**config.mk**
```make
export PLATFORM = sky130hd
export DESIGN_NAME = fixed_partition_fit_allocator_core
export DESIGN_NICKNAME = d
export VERILOG_FILES = /design/src/rtl/core/fpfa_pkg.sv /design/src/rtl/core/fpfa_ram.sv /design/src/rtl/core/fpfa_fit_unit.sv /design/src/rtl/core/fixed_partition_fit_allocator_core.sv
export VERILOG_INCLUDE_DIRS = /design/src /design/src/rtl/core
export SDC_FILE = /design/constraint.sdc
export NUM_CORES = 1
export LEC_CHECK = 0
export BUFFER_PORTS_ARGS = -buffer_cell sky130_fd_sc_hd__buf_2
export CAP_MARGIN = 40
export CORE_ASPECT_RATIO = 0.7
export CORE_MARGIN = 3
export CORE_UTILIZATION = 56
export CTS_BUF_LIST = sky130_fd_sc_hd__clkbuf_4 sky130_fd_sc_hd__clkbuf_8 sky130_fd_sc_hd__clkbuf_16
export DETAILED_ROUTE_END_ITERATION = 16
export PLACE_DENSITY = 0.81
export SLEW_MARGIN = 20
export SYNTH_ARGS = -nofsm -noshare
export SYNTH_HDL_FRONTEND = slang
export SYNTH_HIERARCHICAL = 1
export SYNTH_SLANG_ARGS = --single-unit
```
**constraint.sdc**
```tcl
create_clock -name i_clk -period 4.6 [get_ports i_clk]
set_clock_uncertainty 0.1 [all_clocks]
set_input_delay 0.46 -clock i_clk [delete_from_list [all_inputs] [get_ports i_clk]]
set_output_delay 0.46 -clock i_clk [all_outputs]
set_load 0.01 [all_outputs]
```
**src/rtl/core/fixed_partition_fit_allocator_core_assert.svh**
```systemverilog
// ----------------------------------------------------------------------------
// Fixed partition fit allocator assertion macros
// Shared concurrent assertion forms, clocked on i_clk and idle in reset.
// ----------------------------------------------------------------------------
`ifndef FIXED_PARTITION_FIT_ALLOCATOR_CORE_ASSERT_SVH
`define FIXED_PARTITION_FIT_ALLOCATOR_CORE_ASSERT_SVH

`define FPFA_ASSERT_SAME(label, ante, cons) \
    label: assert property (@(posedge i_clk) disable iff (!i_rst_n) \
        (ante) |-> (cons)) else $error("fpfa: same-cycle check failed");

`define FPFA_ASSERT_NEXT(label, ante, cons) \
    label: assert property (@(posedge i_clk) disable iff (!i_rst_n) \
        (ante) |=> (cons)) else $error("fpfa: next-cycle check failed");

`endif

```
**src/rtl/core/fpfa_pkg.sv**
```systemverilog
// ----------------------------------------------------------------------------
// Fixed partition fit allocator package
// Command codes, status codes, sequencer states and fit unit control.
// ----------------------------------------------------------------------------
package fpfa_pkg;

    // The block index ports are three bits wide, so the table size is fixed.
    localparam int NUM_BLOCKS = 8;

    typedef enum logic [2:0] {
        CMD_SET   = 3'd0,
        CMD_FIRST = 3'd1,
        CMD_NEXT  = 3'd2,
        CMD_BEST  = 3'd3,
        CMD_WORST = 3'd4
    } t_cmd;

    localparam logic [1:0] ST_OK    = 2'd0;
    localparam logic [1:0] ST_NOFIT = 2'd1;
    localparam logic [1:0] ST_RANGE = 2'd2;

    typedef enum logic [2:0] {
        S_IDLE,
        S_DISP,
        S_SCAN,
        S_FIN,
        S_RES
    } t_state;

    typedef struct packed {
        logic clear;
        logic cmp;
        t_cmd policy;
    } t_fit_ctl;

endpackage

```
**src/rtl/core/fpfa_ram.sv**
```systemverilog
// ----------------------------------------------------------------------------
// Fixed partition fit allocator RAM
// Generic single write port RAM with one registered read port.
// ----------------------------------------------------------------------------
module fpfa_ram #(
    parameter int WIDTH = 16,
    parameter int DEPTH = 8
) (
    input  logic                                 i_clk,
    input  logic                                 i_we,
    input  logic [(DEPTH > 1 ? $clog2(DEPTH) : 1)-1:0] i_waddr,
    input  logic [WIDTH-1:0]                     i_wdata,
    input  logic [(DEPTH > 1 ? $clog2(DEPTH) : 1)-1:0] i_raddr,
    output logic [WIDTH-1:0]                     o_rdata
);

    logic [WIDTH-1:0] r_mem [DEPTH];
    logic [WIDTH-1:0] r_rdata;

    always_ff @(posedge i_clk) begin
        if (i_we) begin
            r_mem[i_waddr] <= i_wdata;
        end
        r_rdata <= r_mem[i_raddr];
    end

    assign o_rdata = r_rdata;

endmodule

```
**src/rtl/core/fpfa_fit_unit.sv**
```systemverilog
// ----------------------------------------------------------------------------
// Fixed partition fit allocator fit unit
// Shared compare and leftover unit that keeps the best candidate of a scan.
// ----------------------------------------------------------------------------
module fpfa_fit_unit import fpfa_pkg::*; #(
    parameter int SIZE_BITS  = 16
) (
    input  logic                                           i_clk,
    input  logic                                           i_rst_n,
    input  t_fit_ctl                                       i_ctl,
    input  logic [SIZE_BITS-1:0]                           i_size,
    input  logic [15:0]                                    i_req,
    input  logic [(NUM_BLOCKS > 1 ? $clog2(NUM_BLOCKS) : 1)-1:0] i_idx,
    input  logic                                           i_taken,
    output logic                                           o_found,
    output logic [(NUM_BLOCKS > 1 ? $clog2(NUM_BLOCKS) : 1)-1:0] o_pick
);

    localparam int IDX_W = NUM_BLOCKS > 1 ? $clog2(NUM_BLOCKS) : 1;
    localparam int W     = SIZE_BITS > 16 ? SIZE_BITS : 16;

    logic             r_found;
    logic [W-1:0]     r_best;
    logic [IDX_W-1:0] r_pick;
    logic [W-1:0]     size_x;
    logic [W-1:0]     req_x;
    logic [W-1:0]     left;
    logic             fits;
    logic             better;
    logic             take;

    assign size_x = W'(i_size);
    assign req_x  = W'(i_req);
    assign fits   = !i_taken && (size_x >= req_x);
    assign left   = size_x - req_x;

    always_comb begin
        case (i_ctl.policy)
            CMD_BEST:  better = left < r_best;
            CMD_WORST: better = left > r_best;
            default:   better = 1'b0;
        endcase
    end

    assign take = i_ctl.cmp && fits && (!r_found || better);

    always_ff @(posedge i_clk) begin
        if (!i_rst_n) begin
            r_found <= 1'b0;
        end else if (i_ctl.clear) begin
            r_found <= 1'b0;
        end else if (take) begin
            r_found <= 1'b1;
        end
    end

    always_ff @(posedge i_clk) begin
        if (take) begin
            r_best <= left;
            r_pick <= i_idx;
        end
    end

    assign o_found = r_found;
    assign o_pick  = r_pick;

endmodule

```
**src/rtl/core/fixed_partition_fit_allocator_core.sv**
```systemverilog
// ----------------------------------------------------------------------------
// Fixed partition fit allocator core
// Partition table with first, next, best and worst fit allocation.
// ----------------------------------------------------------------------------
// An item is taken when start is high and busy is low, and its one result
// appears on o_status and o_block_index for a single cycle with
// o_result_valid; the receiver cannot stall it. A set item, or an unknown
// command, keeps busy high through the dispatch and result states. An
// allocation adds the scan and finish states; the scan reads n partition
// sizes, one per cycle, from the size RAM into one shared fit comparator,
// where n is blocks_in_use clamped to 1..NUM_BLOCKS. The result strobe
// comes as busy falls, and a new item may be started in that same cycle.
module fixed_partition_fit_allocator_core import fpfa_pkg::*; #(
    parameter int SIZE_BITS  = 16
) (
    input  logic        i_clk,
    input  logic        i_rst_n,
    input  logic        i_cfg_we,
    input  logic [3:0]  i_cfg_wdata,
    input  logic        start,
    output logic        busy,
    input  logic [2:0]  i_command,
    input  logic [15:0] i_request_size,
    input  logic [2:0]  i_target_block,
    output logic        o_result_valid,
    output logic [1:0]  o_status,
    output logic [2:0]  o_block_index
);

    localparam int IDX_W = NUM_BLOCKS > 1 ? $clog2(NUM_BLOCKS) : 1;
    localparam int CNT_W = $clog2(NUM_BLOCKS + 1);
    localparam int CW    = CNT_W > 4 ? CNT_W : 4;

    t_state               r_state;
    t_state               n_state;
    logic [3:0]           r_biu;
    logic [2:0]           r_cmd;
    logic [15:0]          r_req;
    logic [2:0]           r_target;
    logic [NUM_BLOCKS-1:0] r_taken;
    logic [NUM_BLOCKS-1:0] n_taken;
    logic [NUM_BLOCKS-1:0] r_valid;
    logic [NUM_BLOCKS-1:0] n_valid;
    logic [IDX_W-1:0]     r_nfs;
    logic [IDX_W-1:0]     n_nfs;
    logic [IDX_W-1:0]     r_addr;
    logic [IDX_W-1:0]     n_addr;
    logic [CNT_W-1:0]     r_step;
    logic [CNT_W-1:0]     n_step;
    logic                 r_cmp;
    logic [IDX_W-1:0]     r_cmp_idx;
    logic                 r_ent_vld;
    logic                 r_out_vld;
    logic                 n_out_vld;
    logic [1:0]           r_status;
    logic [1:0]           n_status;
    logic [2:0]           r_index;
    logic [2:0]           n_index;

    logic [CW-1:0]        eff_n;
    logic [IDX_W-1:0]     last_addr;
    logic [IDX_W-1:0]     start_idx;
    logic                 tgt_ok;
    logic                 scan_end;
    logic [IDX_W-1:0]     tgt_idx;
    logic                 ram_we;
    logic [SIZE_BITS-1:0] ram_rdata;
    logic [SIZE_BITS-1:0] ent_size;
    t_fit_ctl             fit_ctl;
    logic                 fit_found;
    logic [IDX_W-1:0]     fit_pick;

    always_comb begin
        if (r_biu == 4'd0) begin
            eff_n = CW'(1);
        end else if (CW'(r_biu) > CW'(NUM_BLOCKS)) begin
            eff_n = CW'(NUM_BLOCKS);
        end else begin
            eff_n = CW'(r_biu);
        end
    end

    assign last_addr = IDX_W'(eff_n - CW'(1));
    assign start_idx = (CW'(r_nfs) < eff_n) ? r_nfs : '0;
    assign tgt_ok    = CW'(r_target) < eff_n;
    assign tgt_idx   = IDX_W'(r_target);
    assign scan_end  = CW'(r_step) == (eff_n - CW'(1));
    assign busy      = r_state != S_IDLE;

    always_comb begin
        case (r_state)
            S_IDLE: begin
                n_state = start ? S_DISP : S_IDLE;
            end
            S_DISP: begin
                if (r_cmd inside {CMD_FIRST, CMD_NEXT, CMD_BEST, CMD_WORST}) begin
                    n_state = S_SCAN;
                end else begin
                    n_state = S_RES;
                end
            end
            S_SCAN: begin
                n_state = scan_end ? S_FIN : S_SCAN;
            end
            S_FIN: begin
                n_state = S_RES;
            end
            S_RES: begin
                n_state = S_IDLE;
            end
            default: begin
                n_state = S_IDLE;
            end
        endcase
    end

    always_comb begin
        n_addr         = r_addr;
        n_step         = r_step;
        n_taken        = r_taken;
        n_valid        = r_valid;
        n_nfs          = r_nfs;
        n_out_vld      = 1'b0;
        n_status       = r_status;
        n_index        = r_index;
        ram_we         = 1'b0;
        fit_ctl.clear  = 1'b0;
        fit_ctl.cmp    = r_cmp;
        fit_ctl.policy = t_cmd'(r_cmd);
        case (r_state)
            S_DISP: begin
                fit_ctl.clear = 1'b1;
                n_step        = '0;
                n_addr        = (r_cmd == CMD_NEXT) ? start_idx : '0;
            end
            S_SCAN: begin
                n_step = r_step + CNT_W'(1);
                n_addr = (r_addr == last_addr) ? '0 : r_addr + IDX_W'(1);
            end
            S_RES: begin
                n_out_vld = 1'b1;
                case (r_cmd)
                    CMD_SET: begin
                        if (tgt_ok) begin
                            ram_we           = 1'b1;
                            n_valid[tgt_idx] = 1'b1;
                            n_taken[tgt_idx] = 1'b0;
                            n_status         = ST_OK;
                            n_index          = r_target;
                        end else begin
                            n_status = ST_RANGE;
                            n_index  = 3'd0;
                        end
                    end
                    CMD_FIRST, CMD_NEXT, CMD_BEST, CMD_WORST: begin
                        if (fit_found) begin
                            n_taken[fit_pick] = 1'b1;
                            n_status          = ST_OK;
                            n_index           = 3'(fit_pick);
                            if (r_cmd == CMD_NEXT) begin
                                n_nfs = fit_pick;
                            end
                        end else begin
                            n_status = ST_NOFIT;
                            n_index  = 3'd0;
                        end
                    end
                    default: begin
                        n_status = ST_NOFIT;
                        n_index  = 3'd0;
                    end
                endcase
            end
            default: begin
            end
        endcase
    end

    always_ff @(posedge i_clk) begin
        if (!i_rst_n) begin
            r_state   <= S_IDLE;
            r_biu     <= 4'd8;
            r_taken   <= '0;
            r_valid   <= '0;
            r_nfs     <= '0;
            r_cmp     <= 1'b0;
            r_out_vld <= 1'b0;
        end else begin
            r_state   <= n_state;
            r_taken   <= n_taken;
            r_valid   <= n_valid;
            r_nfs     <= n_nfs;
            r_cmp     <= r_state == S_SCAN;
            r_out_vld <= n_out_vld;
            if (i_cfg_we) begin
                r_biu <= i_cfg_wdata;
            end
        end
    end

    always_ff @(posedge i_clk) begin
        if (start && !busy) begin
            r_cmd    <= i_command;
            r_req    <= i_request_size;
            r_target <= i_target_block;
        end
        r_addr    <= n_addr;
        r_step    <= n_step;
        r_cmp_idx <= r_addr;
        r_ent_vld <= r_valid[r_addr];
        r_status  <= n_status;
        r_index   <= n_index;
    end

    fpfa_ram #(
        .WIDTH (SIZE_BITS),
        .DEPTH (NUM_BLOCKS)
    ) u_size_ram (
        .i_clk   (i_clk),
        .i_we    (ram_we),
        .i_waddr (tgt_idx),
        .i_wdata (SIZE_BITS'(r_req)),
        .i_raddr (r_addr),
        .o_rdata (ram_rdata)
    );

    assign ent_size = r_ent_vld ? ram_rdata : '0;

    fpfa_fit_unit #(
        .SIZE_BITS  (SIZE_BITS)
    ) u_fit (
        .i_clk   (i_clk),
        .i_rst_n (i_rst_n),
        .i_ctl   (fit_ctl),
        .i_size  (ent_size),
        .i_req   (r_req),
        .i_idx   (r_cmp_idx),
        .i_taken (r_taken[r_cmp_idx]),
        .o_found (fit_found),
        .o_pick  (fit_pick)
    );

    assign o_result_valid = r_out_vld;
    assign o_status       = r_status;
    assign o_block_index  = r_index;

`include "fixed_partition_fit_allocator_core_assert.svh"

    `FPFA_ASSERT_NEXT(a_accept_busy, start && !busy, busy)
    `FPFA_ASSERT_SAME(a_result_idle, o_result_valid, !busy)
    `FPFA_ASSERT_SAME(a_fail_index, o_result_valid && (o_status != ST_OK), o_block_index == 3'd0)
    `FPFA_ASSERT_SAME(a_scan_bound, r_state == S_SCAN, CW'(r_step) < eff_n)

endmodule
```
[After elaboration in Yosys (flattened, before gate mapping)]
Memory sizes are Yosys's and may differ from the RTL's. A register that Yosys moved wholly into a read port is not among the register bits.
Cells that the tools add are included.
Operators by class
  $add $sub $neg: 4
  order comparisons: 12
  equality and inequality tests: 12
  muxes and demuxes: 37
  bitwise logic cells: 5
  reduce and logical (&&, ||, !) cells: 22
Operators by type and width (count)
  3-bit two-way mux: 6
  16-bit greater-or-equal comparator: 1
  16-bit greater-than comparator: 1
  16-bit < comparator: 1
  3-bit by 4-bit < comparator with 1-bit output, second input constant: 4
  16-bit two-way mux: 1
  8-bit two-way mux: 2
  8-bit OR: 2
  8-bit case mux with 2 select lines: 1
  16-bit subtractor: 1
  1-bit two-way mux: 14
  3-bit by 2-bit == test with 1-bit output, second input constant: 4
  3-bit case mux with 2 select lines: 2
  3-bit case mux with 4 select lines: 1
  8-bit bitwise AND: 1
  3-bit by 4-bit < comparator with 1-bit output: 2
  4-bit two-way mux: 2
  8-bit inverter: 1
  4-bit case mux with 2 select lines: 1
  4-bit AND reduction: 2
  1-bit binary-select mux with 3-bit select: 2
  1-bit demux with 3-bit select: 2
  3-bit by 1-bit == test with 1-bit output, second input constant: 2
  3-bit == test, second input constant: 2
  24 further kinds: 34
Word-level totals
  flip-flop bits (word level): 86
  memory bits (writable): 128
  input port bits: 30
  output and inout port bits: 7
  logic and storage cells: 112
  memories: 1
Memories
  u_size_ram.r_mem: words 8, width 16, rd ports 1, clocked after Yosys merged registers in 1, wr ports 1, line fpfa_ram.sv:17  | logic [WIDTH-1:0] r_mem [DEPTH];

[Logic depth before layout (Yosys ltp)]
  depth in word-level cells: 9
  mapped depth: 17
  gate-level depth less buffers: 17

[Hierarchy]
The synthesis kept the hierarchy.
By module, submodules not included
  fpfa_ram: times used 1, cells an instance 214, area an instance 5293.8 µm², seq. area each 4164.0 µm²
  fixed_partition_fit_allocator_core: times used 1, cells an instance 276, area an instance 3069.2 µm², seq. area each 1661.6 µm²
  fpfa_fit_unit: times used 1, cells an instance 212, area an instance 1971.9 µm², seq. area each 590.6 µm²

[Worst setup path after synthesis]
OpenSTA, ideal clock, no wires.
  path type: register -> register
  start point: reg r_ent_vld
  end point: reg u_fit.r_pick[0], in the netlist u_fit/o_pick[0] (enable)
  library setup time: 0.401 ns
  data arrival time: 4.146 ns
  slack: -0.047 ns
  stages on the path, launching flop included: 16
  clock period less this slack: 4.647 ns
  cells stage by stage: dfxtp_1 > clkbuf_1 > and2_1 > ha_1 > a21oi_1 > o21ai_2 > a221oi_4 > nor4_1 > or3_1 > ha_1 > nand4_1 > nor3_1 > a21boi_0 > nor4b_1 > mux2i_1 > a21oi_1
Between the ends
  cells in the longest elaborated chain, start to end: 6
  elaborated cells on any way between the ends: 10
  classes of those cells: 1 x add/sub; 3 x order compare; 2 x mux; 4 x reduce/logical
RTL lines
  start: declaration: line fixed_partition_fit_allocator_core.sv:52  | logic r_ent_vld;
  start signal: assignment: line fixed_partition_fit_allocator_core.sv:210  | r_ent_vld <= r_valid[r_addr];
  16-bit two-way mux (*): line fixed_partition_fit_allocator_core.sv:227  | assign ent_size = r_ent_vld ? ram_rdata : '0;
  net ent_size[7]: line fixed_partition_fit_allocator_core.sv:68  | logic [SIZE_BITS-1:0] ent_size;
  16-bit subtractor (*): line fpfa_fit_unit.sv:35  | assign left = size_x - req_x;
  net u_fit.left[14]: line fpfa_fit_unit.sv:27  | logic [W-1:0] left;
  16-bit greater-than comparator / 16-bit < comparator (equally long branches): line fpfa_fit_unit.sv:40, fpfa_fit_unit.sv:39
  1-bit case mux with 2 select lines (*): line fpfa_fit_unit.sv:38  | case (i_ctl.policy)
  1-bit logical OR (*): line fpfa_fit_unit.sv:45  | assign take = i_ctl.cmp && fits && (!r_found || better);
  1-bit logical AND (*): line fpfa_fit_unit.sv:45
  net u_fit.take: line fpfa_fit_unit.sv:30  | logic take;
  end signal: assignment: line fpfa_fit_unit.sv:60  | r_pick <= i_idx;
  end: declaration: line fpfa_fit_unit.sv:24  | logic [IDX_W-1:0] r_pick;
Mark *: on every way through the listed nets, which the timed path passes. The rest lies on a longest branch.
A chain may end at the register's enable or synchronous reset.

[Worst setup path in the final report]
  start point: reg r_ent_vld
  end point: reg u_fit.r_best[8] (enable)
Between the ends
  cells in the longest elaborated chain, start to end: 6
  elaborated cells on any way between the ends: 10
  classes of those cells: 1 x add/sub; 3 x order compare; 2 x mux; 4 x reduce/logical
RTL lines
  16-bit two-way mux (*): line fixed_partition_fit_allocator_core.sv:227
  net ent_size[0]: line fixed_partition_fit_allocator_core.sv:68
  16-bit subtractor (*): line fpfa_fit_unit.sv:35
  net u_fit.left[14]: line fpfa_fit_unit.sv:27
  16-bit greater-than comparator / 16-bit < comparator (equally long branches): line fpfa_fit_unit.sv:40, fpfa_fit_unit.sv:39
  1-bit case mux with 2 select lines (*): line fpfa_fit_unit.sv:38
  1-bit logical OR (*): line fpfa_fit_unit.sv:45
  1-bit logical AND (*): line fpfa_fit_unit.sv:45
  net u_fit.take: line fpfa_fit_unit.sv:30
  end signal: assignment: line fpfa_fit_unit.sv:59  | r_best <= left;
  end: declaration: line fpfa_fit_unit.sv:23  | logic [W-1:0] r_best;
Marks and branches as above.

==> impl_metrics.tcl <==
set metrics [dict create \
    status "complete, no violations" \
    core_um2 17600 \
    dp.final_hpwl_um 14300 \
    stdcell_count 995 \
    ys.flop_type "edfxtp_1" \
    ys_types 79 \
    dr.pass1.iters 5 \
    critPathLaunchType "flop" \
    htreeDepth 1 \
    die_area_um2 20100 \
    die_h_um 120 \
    fin_crit_sh_pct 94.2 \
    placementRows 40 \
    startpoint "r_ent_vld$_DFF_P_" \
    clock_latency_ps 520 \
    synth_cells 702 \
    cts_buffer_depth 3 \
    start_util_pct 58.7 \
    wl_per_cell_um 21.8 \
    min_period_ps 4330 \
    final_core_util_pct 65.8 \
    synth_seq_area_share_pct 62.1 \
    drive_above_1_share_pct 18.6 \
    gp_congestion 0.888 \
    num_vias 6215 \
    async_flop_share_pct 0 \
    tightest_slew_ps 858 \
    max_clock_freq_mhz 231 \
    syn_nets 771 \
    critical_path.max_fanout 19 \
    cts_sinks 230 \
    setup_viol 0 \
    antenna_found_initial 0 \
    dp_cells 955 \
    grt_usage_pct 21.7 \
    synth_top_cells_by_area "edfxtp_1 (53%), dfxtp_1 (9.5%), mux4_1 (7.1%)" \
    cts.clk_slew.worst_paths_ps 60 \
    grt_start_max_net_pins 42 \
    syn_area_um2 10300 \
    powerDensity_nw_per_um2 384 \
    drtAntennaViolNets 0 \
    syn_to_final_growth_pct 12.2 \
    maxSlewHeadroom_pct 41.3 \
    synth_top_area_share_pct 52.6 \
    cts_buffers 22 \
    arrival_ps 4440 \
    worstPathRequired_ps 4710 \
    grt_pass1_wl_um 34100 \
    hp-start "i_request_size[8]" \
    whs_ps 17.6 \
    synth_seq_cells 230 \
    io_pins 37 \
    io_buffers 36 \
    wl_um 21700 \
    drc 0 \
    drv_slew 0 \
    root_buffer "clkbuf_16" \
    synth_area_leader_cell "edfxtp_1" \
    antenna_cells 0 \
    cap_violations 0 \
    yosysWarnings 6 \
    avgSynthCellArea_um2 14.7 \
    vias_per_cell 6.25 \
    fin_area_um2 11600 \
    cts_tree "yes" \
    vdd.ir_drop.worst_mv 0.411 \
    grt_overflow_total 0 \
    placed_cell_area_um2 10800 \
    num-nets-final 817 \
    timing.rr.start "r_ent_vld$_DFF_P_" \
    leakagePower_nw 4.31 \
    drt_iter0_drc 649 \
    die_w_um 168 \
    crit_type "flop to flop" \
    hold_viol_final 0 \
    synth-edff-count 181 \
    grt_pass1_vias 6115 \
    holdCritPathClass "input port to flop" \
    power_w 0.00445 \
    cts_setup_buffers 0 \
    crit_path_end_kind "flop" \
]
-- state kept, by name, summed over array words and instances, names as in the netlist, 4 cells and up --
name / flops
u_size_ram/r_mem: 128
r_req: 16
u_fit/r_best: 16
u_size_ram/o_rdata: 16
r_taken: 8
r_valid: 8
r_biu: 4
r_step: 4
-- timing repair --
item / CTS / global route
hold buffers: 0 / 0
endpoints found under the setup margin: 0 / 19
gates resized for setup: 0 / 4
-- cell usage in the layout, fill, tap and decap left out, types with 12 or more instances in the layout --
cell type	Yosys	layout
ha_1	38	38
mux2_2	18	18
a21oi_1	26	25
clkbuf_16	0	23
dfxtp_1	49	48
buf_2	1	36
nand3_1	18	18
mux4_1	28	28
and2_1	20	20
nor2_1	35	34
edfxtp_1	181	181
nand2_1	28	28
inv_1	45	45
xnor2_1	12	12
-- routing by layer --
layer / vias up / track usage, % / routed length [um]
li1: 2817 / - / -
met2: 264 / 32.9 / 9760
met4: 0 / 4.04 / 341
met3: 33 / 3.46 / 1750
met1: 3101 / 33.9 / 9850
met5: - / 0 / 0
-- critical path, stage by stage, from the launching register on --
cell	delay, ps
dfxtp_2	460
and2_1	160
inv_1	40
ha_1	210
fa_1	450
nor2b_4	160
o21ai_4	70
nand2_4	100
a221oi_4	80
and4b_1	200
or3_1	370
ha_1	330
nand4_1	170
nor3_2	230
a21boi_1	270
nor4b_2	100
mux2i_1	150
a21oi_2	210
buf_12	190
-- Yosys cell counts, drive strengths merged, types with 14 or more instances --
library cell	count
edfxtp	181
dfxtp	49
inv	45
ha	38
mux4	36
nor2	36
nand2	30
a21oi	27
and2	20
mux2	18
nand3	18
clkbuf	16
nor3	14
-- stage by stage --
| step | TNS (ps) | setup slack (ps) |
|---|---|---|
| 2_1_floorplan | 0 | 351 |
| 3_3_place_gp | 0 | 287 |
| 3_5_place_dp | 0 | 131 |
| 4_1_cts | 0 | 83.9 |
| 5_1_grt | -933 | -54.1 |
| 6_report | 0 | 268 |
-- cell families (layout without fill, tap and decap cells) --
| kind of cell | count (synthesis) | after routing | share of synthesized area [%] |
|---|---|---|---|
| multiplexers | 62 | 62 | 11.6 |
| AND/OR/NAND/NOR | 175 | 175 | 9.41 |
| XOR/XNOR | 16 | 16 | 1.36 |
| flip-flops | 230 | 230 | 62.1 |
| AO/OA/AOI/OAI | 106 | 106 | 7.64 |
| adder cells (fa/ha/maj) | 39 | 39 | 4.79 |
| buffers and inverters | 74 | 136 | 3.12 |
-- layout make-up --
class | instances | area, um2
repair buffers | 49 | 310
fillers | 1222 | 6020
clock buffers | 30 | 672
well taps | 231 | 289
clock inverters | 10 | 98.8
flip-flops and latches | 230 | 6420
inverters | 47 | 181
multi-input cells | 398 | 3620
-- power breakdown --
group          internal, W  switching, W  leakage [nW]
Clock              0.00109      0.000751         0.387
Sequential         0.00229     0.0000592          2.05
Combinational     0.000112      0.000150          1.88
Total              0.00349      0.000960          4.31
-- path summary, 6_finish.rpt --
path | cells past startpoint | to | slack, ps
min | 1 | r_req[8]$_DFFE_PP_ | 20
max | 18 | u_fit/r_best[8]$_DFFE_PP_ | 270
min reg2reg | 0 | u_fit/o_pick[2]$_DFFE_PP_ | 340
max reg2reg | 18 | u_fit/r_best[8]$_DFFE_PP_ | 270
Note: power is estimated with default switching activity, not from simulation.
